`config.mk`:
```
export PLATFORM = sky130hd
export DESIGN_NAME = ljps_queue
export DESIGN_NICKNAME = d
export VERILOG_FILES = /design/src/hw/rtl/ljps_pkg.sv /design/src/hw/rtl/ljps_queue.sv
export SDC_FILE = /design/constraint.sdc
export NUM_CORES = 1
export LEC_CHECK = 0
export ABC_AREA = 1
export BUFFER_PORTS_ARGS = -buffer_cell sky130_fd_sc_hd__buf_4
export CORE_ASPECT_RATIO = 0.9
export CORE_MARGIN = 4
export CORE_UTILIZATION = 45
export DETAILED_ROUTE_END_ITERATION = 12
export PLACE_DENSITY = 0.7
export SLEW_MARGIN = 0
export SYNTH_ARGS = -nofsm -noshare
export SYNTH_HDL_FRONTEND = slang
export SYNTH_SLANG_ARGS = --single-unit
```
`constraint.sdc`:
```
create_clock -name clk -period 5.88 [get_ports clk]
set_clock_uncertainty 0.2 [all_clocks]
set_input_delay 1.176 -clock clk [delete_from_list [all_inputs] [get_ports clk]]
set_output_delay 1.176 -clock clk [all_outputs]
set_load 0.01 [all_outputs]
```
`src/hw/rtl/ljps_pkg.sv`:
```
package ljps_pkg;

  typedef struct packed {
    logic signed [23:0] first_x;
    logic signed [23:0] first_y;
    logic signed [23:0] first_z;
    logic [15:0]        first_radius;
    logic               first_on;
    logic signed [23:0] second_x;
    logic signed [23:0] second_y;
    logic signed [23:0] second_z;
    logic [15:0]        second_radius;
    logic               second_on;
    logic               last_pair;
  } in_item_t;

  typedef struct packed {
    logic signed [47:0] total_energy;
    logic               overflowed;
  } out_item_t;

  // Classified pair handed from front to back
  typedef enum logic [1:0] {
    KIND_SKIP = 2'd0,
    KIND_FAR  = 2'd1,
    KIND_NEAR = 2'd2,
    KIND_LJ   = 2'd3
  } kind_t;

  typedef struct packed {
    kind_t       kind;
    logic [49:0] d2;
    logic [16:0] rsum;
    logic        last;
  } job_t;

  localparam logic [2:0] REG_NEAR_CUT  = 3'd0;
  localparam logic [2:0] REG_FAR_CUT   = 3'd1;
  localparam logic [2:0] REG_NEAR_E    = 3'd2;
  localparam logic [2:0] REG_FAR_E     = 3'd3;
  localparam logic [2:0] REG_SIGMA     = 3'd4;
  localparam logic [2:0] REG_DEPTH     = 3'd5;
  localparam logic [2:0] REG_XPRE      = 3'd6;

  // ratio clamp, 32.0 in Q.16
  localparam logic [21:0] Q_CAP = 22'd2097152;
  localparam logic signed [48:0] SUM_MAX = 49'sd140737488355327;
  localparam logic signed [48:0] SUM_MIN = -49'sd140737488355328;

endpackage

```
`src/hw/rtl/ljps_queue.sv`:
```
module ljps_queue #(
  parameter int DEPTH = 2
) (
  input  logic           clk,
  input  logic           rst_n,
  input  logic           wr_valid,
  output logic           wr_take,
  input  ljps_pkg::job_t wr_data,
  output logic           rd_valid,
  input  logic           rd_take,
  output ljps_pkg::job_t rd_data
);
  localparam int AW = (DEPTH > 1) ? $clog2(DEPTH) : 1;
  ljps_pkg::job_t mem_r [DEPTH];
  logic [AW-1:0] wp_r, rp_r;
  logic [AW:0]   cnt_r;
  logic do_wr, do_rd;

  assign wr_take  = wr_valid && (cnt_r != (AW+1)'(DEPTH));
  assign rd_valid = (cnt_r != '0);
  assign rd_data  = mem_r[rp_r];
  assign do_wr = wr_take;
  assign do_rd = rd_valid && rd_take;

  always_ff @(posedge clk) begin
    if (!rst_n) begin
      wp_r <= '0; rp_r <= '0; cnt_r <= '0;
    end else begin
      if (do_wr) wp_r <= (wp_r == AW'(DEPTH-1)) ? '0 : wp_r + 1'b1;
      if (do_rd) rp_r <= (rp_r == AW'(DEPTH-1)) ? '0 : rp_r + 1'b1;
      cnt_r <= cnt_r + (AW+1)'(do_wr) - (AW+1)'(do_rd);
    end
    if (do_wr) mem_r[wp_r] <= wr_data;
  end
endmodule

```
### Word level (Yosys, flattened, before mapping)

Memories as Yosys holds them, arrays and structs flattened. A register that Yosys moved wholly into a read port is not among the register bits.
Index checks and enable logic that the tools add are counted.
W data, S select, Z words.

* register bits: 4
* bits in writable memories: 140
* output and inout bits: 72
* word-level logic and storage cells: 18
* memories: 1

Memories
* mem_r: words 2, bits a word 70, rd ports 1, clocked after Yosys merged registers in 1, wr ports 1, line ljps_queue.sv:14 `ljps_pkg::job_t mem_r [DEPTH];`

* add/sub/neg operators: 4
* equal/unequal tests: 1
* multiplexer cells: 6
* reductions and logical operators: 3

Operators by type and width (count)
* $mux W1: 6
* $add A1 B1 Y1 const B: 2
* $add A2 B1 Y2: 1
* $logic_and A1 B1 Y1: 2
* $ne A2 B2 Y1 const B: 1
* $reduce_bool A2 Y1: 1
* $sub A2 B1 Y2: 1

### Longest topological paths before layout

* depth in word-level cells: 4
* depth in mapped cells: 10
* depth with buffers taken out: 10

### Worst setup path before layout

Ideal clock, no wire load.

* path kind: input -> register
* from: input port wr_valid
* to: memory mem_r[0][0] in the netlist's numbering (enable)
* data arrival time: 4.168 ns
* data required time: 5.181 ns
* slack: 1.013 ns
* cell stages on the path: 2
* cells stage by stage: nand2_1 -> nor2_1

* word-level cells in the longest chain between the ends: 3

RTL lines
* start, declared: line ljps_queue.sv:6 `input logic wr_valid,`
* $logic_and A1 B1 Y1: line ljps_queue.sv:19 `assign wr_take = wr_valid && (cnt_r != (AW+1)'(DEPTH));`
* $mux W1: line ljps_queue.sv:33 `if (do_wr) mem_r[wp_r] <= wr_data;`
* $mux W1 (not written as such): line ljps_queue.sv:33
* end, declared: line ljps_queue.sv:14

No other way between the ends.

==> results by stage <==
Power and ir drop:
- The part of the power in the clock network is 0.306.
- VDD sags by at most 210 uV.
- The power per cell area is 437 nW/um^2.
- The leakage power is ~3 nW.
- The total power consumption of the routed design is 3.22 mW.
- The share of total power dissipated in combinational logic is 0.257.
- Of the total power, the share spent switching nets is 0.252.
- The share of total power dissipated in sequential elements is 0.437.
- Internal power comes to 2.41 mW.
- The switching power total is 0.812 mW.

Cells and area:
- At the end of the flow the core is filled with cells to 0.606.
- The layout net count is 491.
- Leaving out fill and tap cells, the most frequent cells in the layout are 148 x buf_4, 140 x edfxtp_1, 70 x mux2_4, 17 x clkbuf_16, 9 x nand2_1.
- The antenna diode count is 0.
- Counting the fill cells in the layout gives 913.
- The final standard cell area without fillers is 7380 sq um.
- The synthesis-to-layout area growth is 30.4%.
- The ratio of cells with drive above 1 in the final layout is 0.575.
- Once layout is complete, the cells apart from fillers number 588.
- The library cell used most frequently in the layout, excluding fill and tap cells, is buf_4.

Timing:
- The number of failing setup endpoints in the final timing report is 0.
- The number of max-slew violations in the final report is 0.
- The relative slew slack is 0.390.
- The maximum achievable frequency is 0.264 GHz.
- The slew at the pin closest to its max-slew limit is around 910 ps.
- Setup repair after global routing left no endpoint under its margin.
- Across all setup checks in the final design, the least slack found is 2090 ps.
- The final hold violation count came to 0.
- Summed over all failing endpoints, the final setup total negative slack is 0 ps.
- The post-route fraction of the period consumed by the critical path is 0.644.
- The worst-case hold slack is 307 ps.
- After layout, the minimum clock period comes to about 3800 ps.

Setup path:
- In this run the critical register-to-register path is captured at mem_r[0][47].
- The kind of start point of the critical path is a flop.
- STA classifies the critical path endpoint as an output pin.
- Along the worst path, the maximum fanout reaches 39.
- The worst flop-to-flop path startpoint is cnt_r[0].
- Across all register-to-register paths, the minimum setup slack is roughly 3400 ps.
- The cell depth of the worst flop-to-flop path is 5.
- The type of the setup path with the least slack is flop to output pin.
- The arrival time at the worst endpoint is 2410 ps.
- At the worst endpoint, the required time is ~4500 ps.

GRT:
- In this run the most used layer during global routing was met2.
- The overall track demand over capacity in global routing is 0.135.
- The global route total overflow is 0.
- The first global-routing pass estimated 14700 um of wire.
- The initial antenna violation count is 0.
- Entering global routing, the biggest net connects 41 pins.
- In the global route stage, met3 resource usage came out at 0.0508.
- For this run, global-route usage on met1 was measured as 0.160.
- For this run, global-route usage on met2 was measured as 0.226.
- The number of global-route vias before repair came to 2917.

Synthesis:
- Counting every instance in the synthesized netlist gives 256.
- Synthesis produced a netlist with a net count of ~330.
- For this run, the number of Yosys warnings is 0.
- Counting flops and latches in the post-synthesis netlist gives 145.
- Each instance of the synthesized netlist takes up on average about 22 sq um.
- The number of library cell types mapped by synthesis is 11.
- Of the synthesized area, sequential elements account for 0.761.
- The mapped cell area is between 5000 and 6000 sq um.

Job:
- Across the run, the number of max-cap violations was 0.

Clock tree:
- In this run the clock root is driven by a clkbuf_16.
- TritonCTS built the clock tree.
- For this design, the sink count on the clock tree is 145.
- In this run the post-CTS setup repair buffer count came out at 0.
- The post-cts repair resize count is 0.
- The hold buffer count at CTS is 0.
- In this run, CTS created clock tree buffers numbering 17.
- The total number of H-tree levels is 4.
- The clock transition time at the flip-flop clock pins of the worst setup and hold paths is about 60 ps.
- The maximum count of clock buffers along a single path is 2.
- The source-to-sink clock delay at the later pin of the worst-skew pair is 400 ps.

Floorplan:
- The core region is 12200 sq um.
- The total I/O pin count is 146.
- The x dimension of the die is 126 um.
- In this run the core area contains 38 standard-cell rows.
- The height of the chip is 114 um.
- The initial utilization of the core area, before any placement, comes to 0.465.
- The floorplan step defined a die boundary enclosing 14400 sq um.

Routing:
- In the routed layout, each cell is associated on average with a via count of ~4.7.
- The post-detailed-route DRC marker count is 0.
- For this block, the via count after detailed routing is 2750.
- The post-detailed-route count of antenna-violating nets is 0.
- In the final routed layout, each cell accounts on average for 16.6 um.
- The detailed router's first-iteration violation count is around 170.
- The aggregate routed wire length is 9740 um.
- The first TritonRoute pass finished after 5 iterations.

Min path:
- The worst hold path was traced through 2 stages.
- The path class of the tightest hold or removal check is flop to flop.
- The beginning of the worst hold path is rp_r.

Place:
- The number of placed instances, taps included, is about 560.
- The final HPWL from detailed placement is approximately 6700 um.
- Once placement finished, the instance area stood at about 7000 sq um.
- Port buffering added 145 buffers.
- Routability-driven placement finished with a final weighted congestion of 0.746.
- The worst slack at placement is 2480 ps.

Status:
- The flow ran to the end, and the final reports show no timing, DRC or antenna violations.
synthesized netlist by cell type (all sizes together):
cell	instances	area [sq um]
edfxtp	140	4200
mux2	70	1050
inv	9	33.8
nand2	9	33.8
buf	8	151
nor2	8	30.0
dfxtp	5	100
nand3	3	15.0
a21oi	2	10.0
ha	2	25.0
sequential cells by signal (all words and copies together), names as in the netlist, named ones only:
register,count
cnt_r,2
wp_r,1
rp_r,1
mem_r,140
area by class of cell:
type	instances	area, sq um	share of cell area
flip-flops and latches	145	4310	0.584
multi-input cells	94	1170	0.159
repair buffers	148	1110	0.151
clock buffers	17	425	0.0577
well taps	160	200	0.0271
clock inverters	15	124	0.0168
inverters	9	35.0	0.00475
metal layers:
metal  share of wire  routed length, um
met1            0.43               4160
met2            0.50               4850
met3           0.062                606
met4           0.013                123
met5               0                  0
cells by family after synthesis:
logic type      after synthesis  synth area share
compound gates                2           0.00177
fa+ha+maj                     2           0.00443
buf+inv                      17            0.0327
flops                       145             0.761
mux                          70             0.186
simple gates                 20            0.0139
worst max-delay path by stage:
stage / startpoint / end / slack (ps)
finish: flop / rd_data[0] / 2090
global route: flop / rd_data[3] / 1960
CTS: flop / rd_data[56] / 2040
detailed placement: flop / rd_data[56] / 2480
global placement: flop / rd_data[68] / 2490
floorplan: wr_valid / mem_r[0][0] / 1010
power by group through the flow:
| stage | sequential [mW] | combinational, mW | clock (mW) |
|---|---|---|---|
| floorplan | 1.39 | 0.584 | 0 |
| detailed placement | 1.43 | 0.845 | 0 |
| CTS | 1.41 | 0.847 | 1.01 |
| global route | 1.43 | 0.885 | 1.06 |
| global placement | 1.42 | 0.834 | 0 |
| finish | 1.41 | 0.827 | 0.987 |
critical path: stages (launching register included):
cell,delay (ps)
dfxtp_4,840
buf_4,610
mux2_4,360
buf_4,140
Note: power is estimated with default switching activity, not from simulation.
