### src/hw/rtl/ljps_pkg.sv
package ljps_pkg;

  typedef struct packed {
    logic signed [23:0] first_x;
    logic signed [23:0] first_y;
    logic signed [23:0] first_z;
    logic [15:0]        first_radius;
    logic               first_on;
    logic signed [23:0] second_x;
    logic signed [23:0] second_y;
    logic signed [23:0] second_z;
    logic [15:0]        second_radius;
    logic               second_on;
    logic               last_pair;
  } in_item_t;

  typedef struct packed {
    logic signed [47:0] total_energy;
    logic               overflowed;
  } out_item_t;

  // Classified pair handed from front to back
  typedef enum logic [1:0] {
    KIND_SKIP = 2'd0,
    KIND_FAR  = 2'd1,
    KIND_NEAR = 2'd2,
    KIND_LJ   = 2'd3
  } kind_t;

  typedef struct packed {
    kind_t       kind;
    logic [49:0] d2;
    logic [16:0] rsum;
    logic        last;
  } job_t;

  localparam logic [2:0] REG_NEAR_CUT  = 3'd0;
  localparam logic [2:0] REG_FAR_CUT   = 3'd1;
  localparam logic [2:0] REG_NEAR_E    = 3'd2;
  localparam logic [2:0] REG_FAR_E     = 3'd3;
  localparam logic [2:0] REG_SIGMA     = 3'd4;
  localparam logic [2:0] REG_DEPTH     = 3'd5;
  localparam logic [2:0] REG_XPRE      = 3'd6;

  // ratio clamp, 32.0 in Q.16
  localparam logic [21:0] Q_CAP = 22'd2097152;
  localparam logic signed [48:0] SUM_MAX = 49'sd140737488355327;
  localparam logic signed [48:0] SUM_MIN = -49'sd140737488355328;

endpackage

### src/hw/rtl/ljps_front.sv
module ljps_front (
  input  logic               clk,
  input  logic               rst_n,
  input  logic               in_valid,
  output logic               in_stall,
  input  ljps_pkg::in_item_t in_data,
  input  logic [23:0]        near_cut,
  input  logic [23:0]        far_cut,
  input  logic [22:0]        x_pre,
  output logic               job_valid,
  input  logic               job_take,
  output ljps_pkg::job_t     job
);
  // Stage 0: capture item
  typedef enum logic [3:0] {
    F_IDLE = 4'b0001, F_SQ = 4'b0010, F_SUM = 4'b0100, F_OUT = 4'b1000
  } fst_t;
  fst_t st_r, st_nxt;
  ljps_pkg::in_item_t it_r;
  logic [24:0] ax_r, ay_r, az_r;
  logic [49:0] sx_r, sy_r, sz_r;
  logic        pass_r;
  ljps_pkg::job_t job_r;
  logic first_out_r;

  // job register is loaded in the first F_OUT cycle, offered from the second
  assign in_stall  = (st_r != F_IDLE);
  assign job_valid = (st_r == F_OUT) && !first_out_r;
  assign job       = job_r;

  logic signed [24:0] dx, dy, dz;
  assign dx = 25'(it_r.first_x) - 25'(it_r.second_x);
  assign dy = 25'(it_r.first_y) - 25'(it_r.second_y);
  assign dz = 25'(it_r.first_z) - 25'(it_r.second_z);

  always_comb begin
    st_nxt = st_r;
    unique case (st_r)
      F_IDLE: if (in_valid) st_nxt = F_SQ;
      F_SQ:   st_nxt = F_SUM;
      F_SUM:  st_nxt = F_OUT;
      F_OUT:  if (job_take) st_nxt = F_IDLE;
      default: st_nxt = F_IDLE;
    endcase
  end

  always_ff @(posedge clk) begin
    if (!rst_n) st_r <= F_IDLE;
    else st_r <= st_nxt;
    if (st_r == F_IDLE && in_valid) it_r <= in_data;
    // gaps and magnitude
    if (st_r == F_IDLE) begin
      ax_r <= '0; ay_r <= '0; az_r <= '0;
    end
    if (st_r == F_SQ) begin
      ax_r   <= dx[24] ? 25'(-dx) : 25'(dx);
      ay_r   <= dy[24] ? 25'(-dy) : 25'(dy);
      az_r   <= dz[24] ? 25'(-dz) : 25'(dz);
    end
    // squares, one 25x25 multiply per axis
    if (st_r == F_SUM) begin
      sx_r <= 50'(ax_r) * 50'(ax_r);
      sy_r <= 50'(ay_r) * 50'(ay_r);
      sz_r <= 50'(az_r) * 50'(az_r);
      pass_r <= it_r.first_on && it_r.second_on && (ax_r <= 25'(x_pre));
    end
  end

  // Combine squares and classify in the output slot
  logic [49:0] d2c;
  assign d2c = sx_r + sy_r + sz_r;
  always_ff @(posedge clk) begin
    if (!rst_n) first_out_r <= 1'b0;
    else first_out_r <= (st_r == F_SUM);
    if (first_out_r) begin
      job_r.d2   <= d2c;
      job_r.rsum <= 17'(it_r.first_radius) + 17'(it_r.second_radius);
      job_r.last <= it_r.last_pair;
      if (!pass_r) job_r.kind <= ljps_pkg::KIND_SKIP;
      else if (d2c > {10'd0, far_cut, 16'd0}) job_r.kind <= ljps_pkg::KIND_FAR;
      else if (d2c < {10'd0, near_cut, 16'd0}) job_r.kind <= ljps_pkg::KIND_NEAR;
      else job_r.kind <= ljps_pkg::KIND_LJ;
    end
  end
endmodule

### config.mk
export PLATFORM = sky130hd
export DESIGN_NAME = ljps_front
export DESIGN_NICKNAME = d
export VERILOG_FILES = /design/src/hw/rtl/ljps_pkg.sv /design/src/hw/rtl/ljps_front.sv
export SDC_FILE = /design/constraint.sdc
export NUM_CORES = 2
export LEC_CHECK = 0
export BUFFER_PORTS_ARGS = -buffer_cell sky130_fd_sc_hd__buf_4
export CORE_MARGIN = 10
export CORE_UTILIZATION = 57
export CTS_CLUSTER_DIAMETER = 30
export DETAILED_ROUTE_END_ITERATION = 12
export PLACE_DENSITY = 0.85
export RECOVER_POWER = 100
export REMOVE_ABC_BUFFERS = 1
export SETUP_SLACK_MARGIN = 0.3
export SLEW_MARGIN = 20
export SYNTH_ARGS = -nofsm -noshare
export SYNTH_HDL_FRONTEND = slang
export SYNTH_SLANG_ARGS = --single-unit
### constraint.sdc
create_clock -name clk -period 13.4 [get_ports clk]
set_input_delay 2.01 -clock clk [delete_from_list [all_inputs] [get_ports clk]]
set_output_delay 2.01 -clock clk [all_outputs]
set_load 0.05 [all_outputs]
=== Word level (Yosys, flattened, before mapping) ===
Cells that the tools add are included.

* Bits in registers: 480
* Input port bits: 254
* Output and inout port bits: 72

* Add/sub/neg operators: 9
* Multiply operators: 3
* $lt $le $gt $ge: 3
* Equal/unequal tests: 7
* Muxes and demuxes: 12
* Bitwise logic cells: 1
* Reduce and logical (&&, ||, !) cells: 8

{| class="wikitable"
|+ Operators with widths
! kind !! count
|-
| 2-to-1 mux 25 bit || 7
|-
| multiplier 25 x 25 -> 50 bit || 3
|-
| adder 50 bit || 2
|-
| negator 25 bit || 3
|-
| subtractor 24 x 24 -> 25 bit || 3
|-
| greater-than comparator 50 x 40 -> 1 bit || 1
|-
| < comparator 50 x 40 -> 1 bit || 1
|-
| <= comparator 25 x 23 -> 1 bit || 1
|-
| adder 16 x 16 -> 17 bit || 1
|-
| case mux 4 bit (4 select lines) || 1
|-
| 2-to-1 mux 4 bit || 2
|-
| == test 4 x 1 -> 1 bit (second input constant) || 1
|-
| == test 4 x 2 -> 1 bit (second input constant) || 1
|-
| == test 4 x 3 -> 1 bit (second input constant) || 1
|-
| == test 4 bit (second input constant) || 1
|-
| logical AND 1 bit || 4
|-
| != test 2 bit (second input constant) || 2
|-
| != test 4 x 1 -> 1 bit (second input constant) || 1
|-
| 2-to-1 mux 1 bit || 2
|-
| AND reduction 2 bit || 1
|-
| nonzero test 2 bit || 1
|-
| OR reduction 2 bit || 1
|-
| zero test 1 bit || 1
|-
| NOT 1 bit || 1
|}

=== Longest topological paths before layout ===
* Depth in word-level cells: 5
* Depth in mapped cells: 30
* Gate-level depth less buffers: 28

=== Least setup slack after synthesis ===
Ideal clock, no wire load.

* Path type: register -> register
* From: register st_r[0]
* To: register pass_r (enable)
* Library setup time: 0.839 ns
* Data arrival time: 10.475 ns
* Slack: 2.086 ns
* Stages on the path, launching flop included: 3
* Buffers on the path: 0
* Cell sequence: dfxtp_1 > nand2b_1 > nor3_1

* Longest elaborated chain between the ends: 1

{| class="wikitable"
|+ RTL lines
! element !! line !! text
|-
| start, declared || ljps_front.sv:18 || <nowiki>fst_t st_r, st_nxt;</nowiki>
|-
| start signal, assigned || ljps_front.sv:49 || <nowiki>else st_r <= st_nxt;</nowiki>
|-
| == test 4 x 3 -> 1 bit || ljps_front.sv:61 || <nowiki>if (st_r == F_SUM) begin</nowiki>
|-
| end signal, assigned || ljps_front.sv:65 || <nowiki>pass_r <= it_r.first_on && it_r.second_on && (ax_r <= 25'(x_pre));</nowiki>
|-
| end, declared || ljps_front.sv:22 || <nowiki>logic pass_r;</nowiki>
|}

Every way passes these cells.
A chain may end at the register's enable or synchronous reset.

=== Worst setup path in the final report ===
* From: register ay_r[6]
* To: register sy_r[46], data pin

* Longest elaborated chain between the ends: 1

{| class="wikitable"
|+ RTL lines
! element !! line !! text
|-
| start, declared || ljps_front.sv:20 || <nowiki>logic [24:0] ax_r, ay_r, az_r;</nowiki>
|-
| start signal, assigned || ljps_front.sv:57 || <nowiki>ay_r <= dy[24] ? 25'(-dy) : 25'(dy);</nowiki>
|-
| multiplier 25 x 25 -> 50 bit || ljps_front.sv:63 || <nowiki>sy_r <= 50'(ay_r) * 50'(ay_r);</nowiki>
|-
| end signal, assigned || ljps_front.sv:63 ||
|-
| end, declared || ljps_front.sv:21 || <nowiki>logic [49:0] sx_r, sy_r, sz_r;</nowiki>
|}

Every way passes these cells.

==> flow_summary.html <==
<table>
<tr><th>Metric</th><th>Value</th></tr>
<tr><th colspan="2">Setup path</th></tr>
<tr><td>Required time at the endpoint of the critical path</td><td>roughly 14 ns</td></tr>
<tr><td>Setup crit end kind</td><td>flop</td></tr>
<tr><td>Worst Path Max Fanout</td><td>19</td></tr>
<tr><td>Slowest stage cell, crit path</td><td>sky130_fd_sc_hd__a2111oi_0</td></tr>
<tr><td>CP Class</td><td>reg2reg</td></tr>
<tr><td>Worst stage delay on the critical path</td><td>approximately 1.7 ns</td></tr>
<tr><td>Top delay family on crit path</td><td>compound AO/OA/AOI/OAI gates</td></tr>
<tr><td>Signal arrival time at the worst endpoint</td><td>approximately 11 ns</td></tr>
<tr><td>CP Buf/Inv Count</td><td>7</td></tr>
<tr><td>Crit path launch type</td><td>flop</td></tr>
<tr><th colspan="2">Route</th></tr>
<tr><td>Vias per cell</td><td>around 5.5</td></tr>
<tr><td>Total number of vias</td><td>a little under 60000</td></tr>
<tr><td>Detailed-route wire length</td><td>approximately 200000 µm</td></tr>
<tr><td>Detailed-route DRC error count</td><td>0</td></tr>
<tr><td>Routed Antenna Nets</td><td>0</td></tr>
<tr><td>Drt pass-1 iters</td><td>8</td></tr>
<tr><td>Average wire per cell in the routed design</td><td>~19 µm</td></tr>
<tr><td>Number of violations reported at the end of detailed-routing iteration 0</td><td>between 4000 and 5000</td></tr>
<tr><th colspan="2">STA</th></tr>
<tr><td>Worst slew pin tran</td><td>between 8 and 9 ns</td></tr>
<tr><td>Min Tclk post-route</td><td>10.32 ns</td></tr>
<tr><td>Final Hold Violating Endpoints</td><td>0</td></tr>
<tr><td>Setup violation total in the final timing report</td><td>0</td></tr>
<tr><td>Max Slew Vio Count</td><td>around 600</td></tr>
<tr><td>Period utilisation layout</td><td>0.770</td></tr>
<tr><td>Worst slew margin</td><td>-4.70</td></tr>
<tr><td>Peak Freq</td><td>~0.097 GHz</td></tr>
<tr><td>Clock skew</td><td>about 0.054 ns</td></tr>
<tr><td>Setup repair after global routing missed its margin</td><td>false</td></tr>
<tr><td>Setup TNS</td><td>0 ns</td></tr>
<tr><th colspan="2">Synth</th></tr>
<tr><td>Cell count after synthesis</td><td>between 8000 and 9000</td></tr>
<tr><td>Top cells by area, synth</td><td>sky130_fd_sc_hd__fa_1 (36%), sky130_fd_sc_hd__edfxtp_1 (18%), sky130_fd_sc_hd__ha_1 (12%)</td></tr>
<tr><td>EDFF count, synth</td><td>472</td></tr>
<tr><td>Synth Flop Type</td><td>sky130_fd_sc_hd__edfxtp_1</td></tr>
<tr><td>Average footprint of a synthesized cell</td><td>slightly below 10 µm²</td></tr>
<tr><td>Total of flip-flops plus latches after synthesis</td><td>around 480</td></tr>
<tr><td>Proportion of netlist area held by the largest area contributor</td><td>0.363</td></tr>
<tr><td>Summed instance area of the synthesized netlist</td><td>80100 µm²</td></tr>
<tr><td>Seq/Total Area, Yosys</td><td>0.178</td></tr>
<tr><td>Post-synthesis cell type with the largest combined area</td><td>sky130_fd_sc_hd__fa_1</td></tr>
<tr><td>Yosys warns</td><td>0</td></tr>
<tr><td>Share of synthesized flip-flops with an asynchronous set or reset</td><td>0</td></tr>
<tr><td>Yosys cell types</td><td>92</td></tr>
<tr><th colspan="2">Placement</th></tr>
<tr><td>Quantity of I/O buffers inserted on ports</td><td>around 330</td></tr>
<tr><td>Total half-perimeter wirelength after legalization and detailed placement</td><td>roughly 160000 µm</td></tr>
<tr><td>Weighted congestion at the end of routability-driven global placement</td><td>0.957</td></tr>
<tr><th colspan="2">Status</th></tr>
<tr><td>Violated checks</td><td>max-capacitance violations, max-slew violations</td></tr>
<tr><td>Run status</td><td>complete, but fails checks</td></tr>
<tr><th colspan="2">Die</th></tr>
<tr><td>Initial core utilization</td><td>0.574</td></tr>
<tr><td>Chip Width</td><td>395 µm</td></tr>
<tr><td>Number of top-level pins</td><td>326</td></tr>
<tr><td>Floorplan core area</td><td>roughly 140000 µm²</td></tr>
<tr><td>FP Rows</td><td>between 100 and 150</td></tr>
<tr><td>Area of the die</td><td>around 160000 µm²</td></tr>
<tr><td>Chip Height</td><td>about 400 µm</td></tr>
<tr><th colspan="2">Global route</th></tr>
<tr><td>Pin count of the biggest net entering global routing</td><td>150</td></tr>
<tr><td>GRT Util Overall</td><td>0.255</td></tr>
<tr><td>Number of global-route vias before repair</td><td>between 60000 and 70000</td></tr>
<tr><td>Global-route wire length before repair</td><td>about 320000 µm</td></tr>
<tr><td>Overall overflow remaining after global route</td><td>0</td></tr>
<tr><td>Initial antenna violation count</td><td>7</td></tr>
<tr><th colspan="2">CTS</th></tr>
<tr><td>TritonCTS Sinks</td><td>between 400 and 500</td></tr>
<tr><td>Number of H-tree levels</td><td>3</td></tr>
<tr><td>Total CTS buffers</td><td>between 100 and 150</td></tr>
<tr><td>Latest clock arrival within the worst-skew pair</td><td>0.73 ns</td></tr>
<tr><td>TritonCTS clock tree</td><td>built</td></tr>
<tr><td>Post-CTS clock slew at the launch and capture registers of the worst setup and hold paths</td><td>approximately 0.050 ns</td></tr>
<tr><td>Number of setup buffers added after CTS</td><td>0</td></tr>
<tr><td>Clk root buf</td><td>sky130_fd_sc_hd__clkbuf_16</td></tr>
<tr><td>Gates resized, CTS repair</td><td>0</td></tr>
<tr><td>Clock tree buffer depth</td><td>3</td></tr>
<tr><td>Hold_buf cts</td><td>0</td></tr>
<tr><th colspan="2">Cells and area</th></tr>
<tr><td>Number of nets in the finished design</td><td>11000</td></tr>
<tr><td>Share of cells above drive strength 1</td><td>0.0637</td></tr>
<tr><td>Layout overhead on the synthesized area</td><td>9.82%</td></tr>
<tr><th colspan="2">Job</th></tr>
<tr><td>Max-Cap Viols</td><td>10</td></tr>
<tr><th colspan="2">Worst hold path</th></tr>
<tr><td>Class of the worst hold path</td><td>reg2reg</td></tr>
</table>
[logic make-up (layout without fill, tap and decap cells)]
kind of cell | Yosys count | count (layout) | share of synthesized area
AND/OR/NAND/NOR | 1826 | 1826 | 0.111
AO/OA/AOI/OAI | 937 | 937 | 0.0764
XOR/XNOR | 318 | 318 | 0.0348
multiplexers | 14 | 14 | 0.00183
flip-flops | 477 | 477 | 0.178
buffers and inverters | 2454 | 2831 | 0.115
other | 1 | 6 | 0.0000468
adder cells (fa/ha/maj) | 2214 | 2214 | 0.482
[metrics by stage]
step                std cells  setup WS [ns]  hold WS, ns  utilization  area [µm²]
global route            10500           2.58        0.435        0.630       88000
global placement        10300           4.36        0.402        0.606       84600
detailed placement      10300           4.15        0.408        0.606       84600
CTS                     10500           4.15        0.416        0.634       88400
finish                  10500           3.08        0.415        0.630       88000
floorplan                8015           2.09        0.400            -       79200
[worst register-to-register path: stages, from the launching register on]
cell and delay, ns:
sky130_fd_sc_hd__edfxtp_1 0.94, sky130_fd_sc_hd__clkinv_1 0.56, sky130_fd_sc_hd__nor2_1 0.29, sky130_fd_sc_hd__inv_1 0.09, sky130_fd_sc_hd__fa_1 0.50, sky130_fd_sc_hd__inv_1 0.05
sky130_fd_sc_hd__fa_1 0.47, sky130_fd_sc_hd__inv_1 0.06, sky130_fd_sc_hd__fa_1 0.54, sky130_fd_sc_hd__inv_1 0.04, sky130_fd_sc_hd__ha_1 0.18, sky130_fd_sc_hd__fa_1 0.46
sky130_fd_sc_hd__fa_1 0.55, sky130_fd_sc_hd__inv_1 0.05, sky130_fd_sc_hd__fa_1 0.49, sky130_fd_sc_hd__inv_1 0.05, sky130_fd_sc_hd__ha_1 0.34, sky130_fd_sc_hd__a21oi_1 0.27
sky130_fd_sc_hd__o21ai_0 0.14, sky130_fd_sc_hd__a2111oi_0 0.57, sky130_fd_sc_hd__nor3_1 0.13, sky130_fd_sc_hd__a2111oi_0 1.65, sky130_fd_sc_hd__o31ai_1 0.42, sky130_fd_sc_hd__a31oi_1 0.39
sky130_fd_sc_hd__nor3_1 0.12, sky130_fd_sc_hd__a2111oi_0 0.42, sky130_fd_sc_hd__nor3_1 0.12, sky130_fd_sc_hd__xor2_1 0.16
[area by class of cell]
cell class	count	area (µm²)
clock inverters	91	1050
fillers	10800	51600
multi-input cells	5312	56500
repair buffers	399	2680
diodes	3	7.51
flip-flops and latches	477	14300
inverters	2226	8360
clock buffers	115	2750
well taps	1876	2350
[flip-flops by register name (all words and copies together), names as in the netlist]
name,flops
it_r,179
job,70
sx_r,49
sy_r,49
sz_r,49
ax_r,25
ay_r,25
az_r,25
st_r,4
first_out_r,1
pass_r,1
[Yosys cell counts, drive strengths merged, types with 149 or more instances]
cell type     n
nand2       657
fa         1452
nor2        331
edfxtp      472
clkbuf      213
and2        374
xnor2       206
ha          762
a21o        149
o21ai       164
a21oi       294
inv        2225
[layer usage]
layer	routed length (µm)	track usage	up-vias
li1	-	-	26100
met1	75900	0.318	29000
met2	97900	0.442	2572
met3	15700	0.0421	572
met4	8330	0.103	4
met5	33	0	-
[worst paths after layout]
check	cells past startpoint	startpoint	slack, ns	to
worst min register to register	0	it_r[0]$_DFFE_PP_	0.41	job[0]$_DFFE_PP_
worst min-delay path	0	it_r[0]$_DFFE_PP_	0.41	job[0]$_DFFE_PP_
worst max register to register	27	ay_r[6]$_SDFFCE_PN0P_	3.08	sy_r[46]$_DFFE_PP_
worst max-delay path	27	ay_r[6]$_SDFFCE_PN0P_	3.08	sy_r[46]$_DFFE_PP_
[cell usage in the layout (no fill, tap or decap), drive strengths merged, types with 40 or more instances in the layout]
master	n
nor3	79
edfxtp	472
buf	136
clkbuf	378
a31oi	40
a21o	149
ha	762
nor2b	56
and2	374
clkinv	43
fa	1452
xor2	112
nor2	331
inv	2249
nand4	51
nand2	657
a21oi	294
xnor2	206
nand3	69
and3	45
o21ai	164
Power is not shown: default switching activity piles up to over one toggle a cycle in this logic, so the estimate is an artifact.
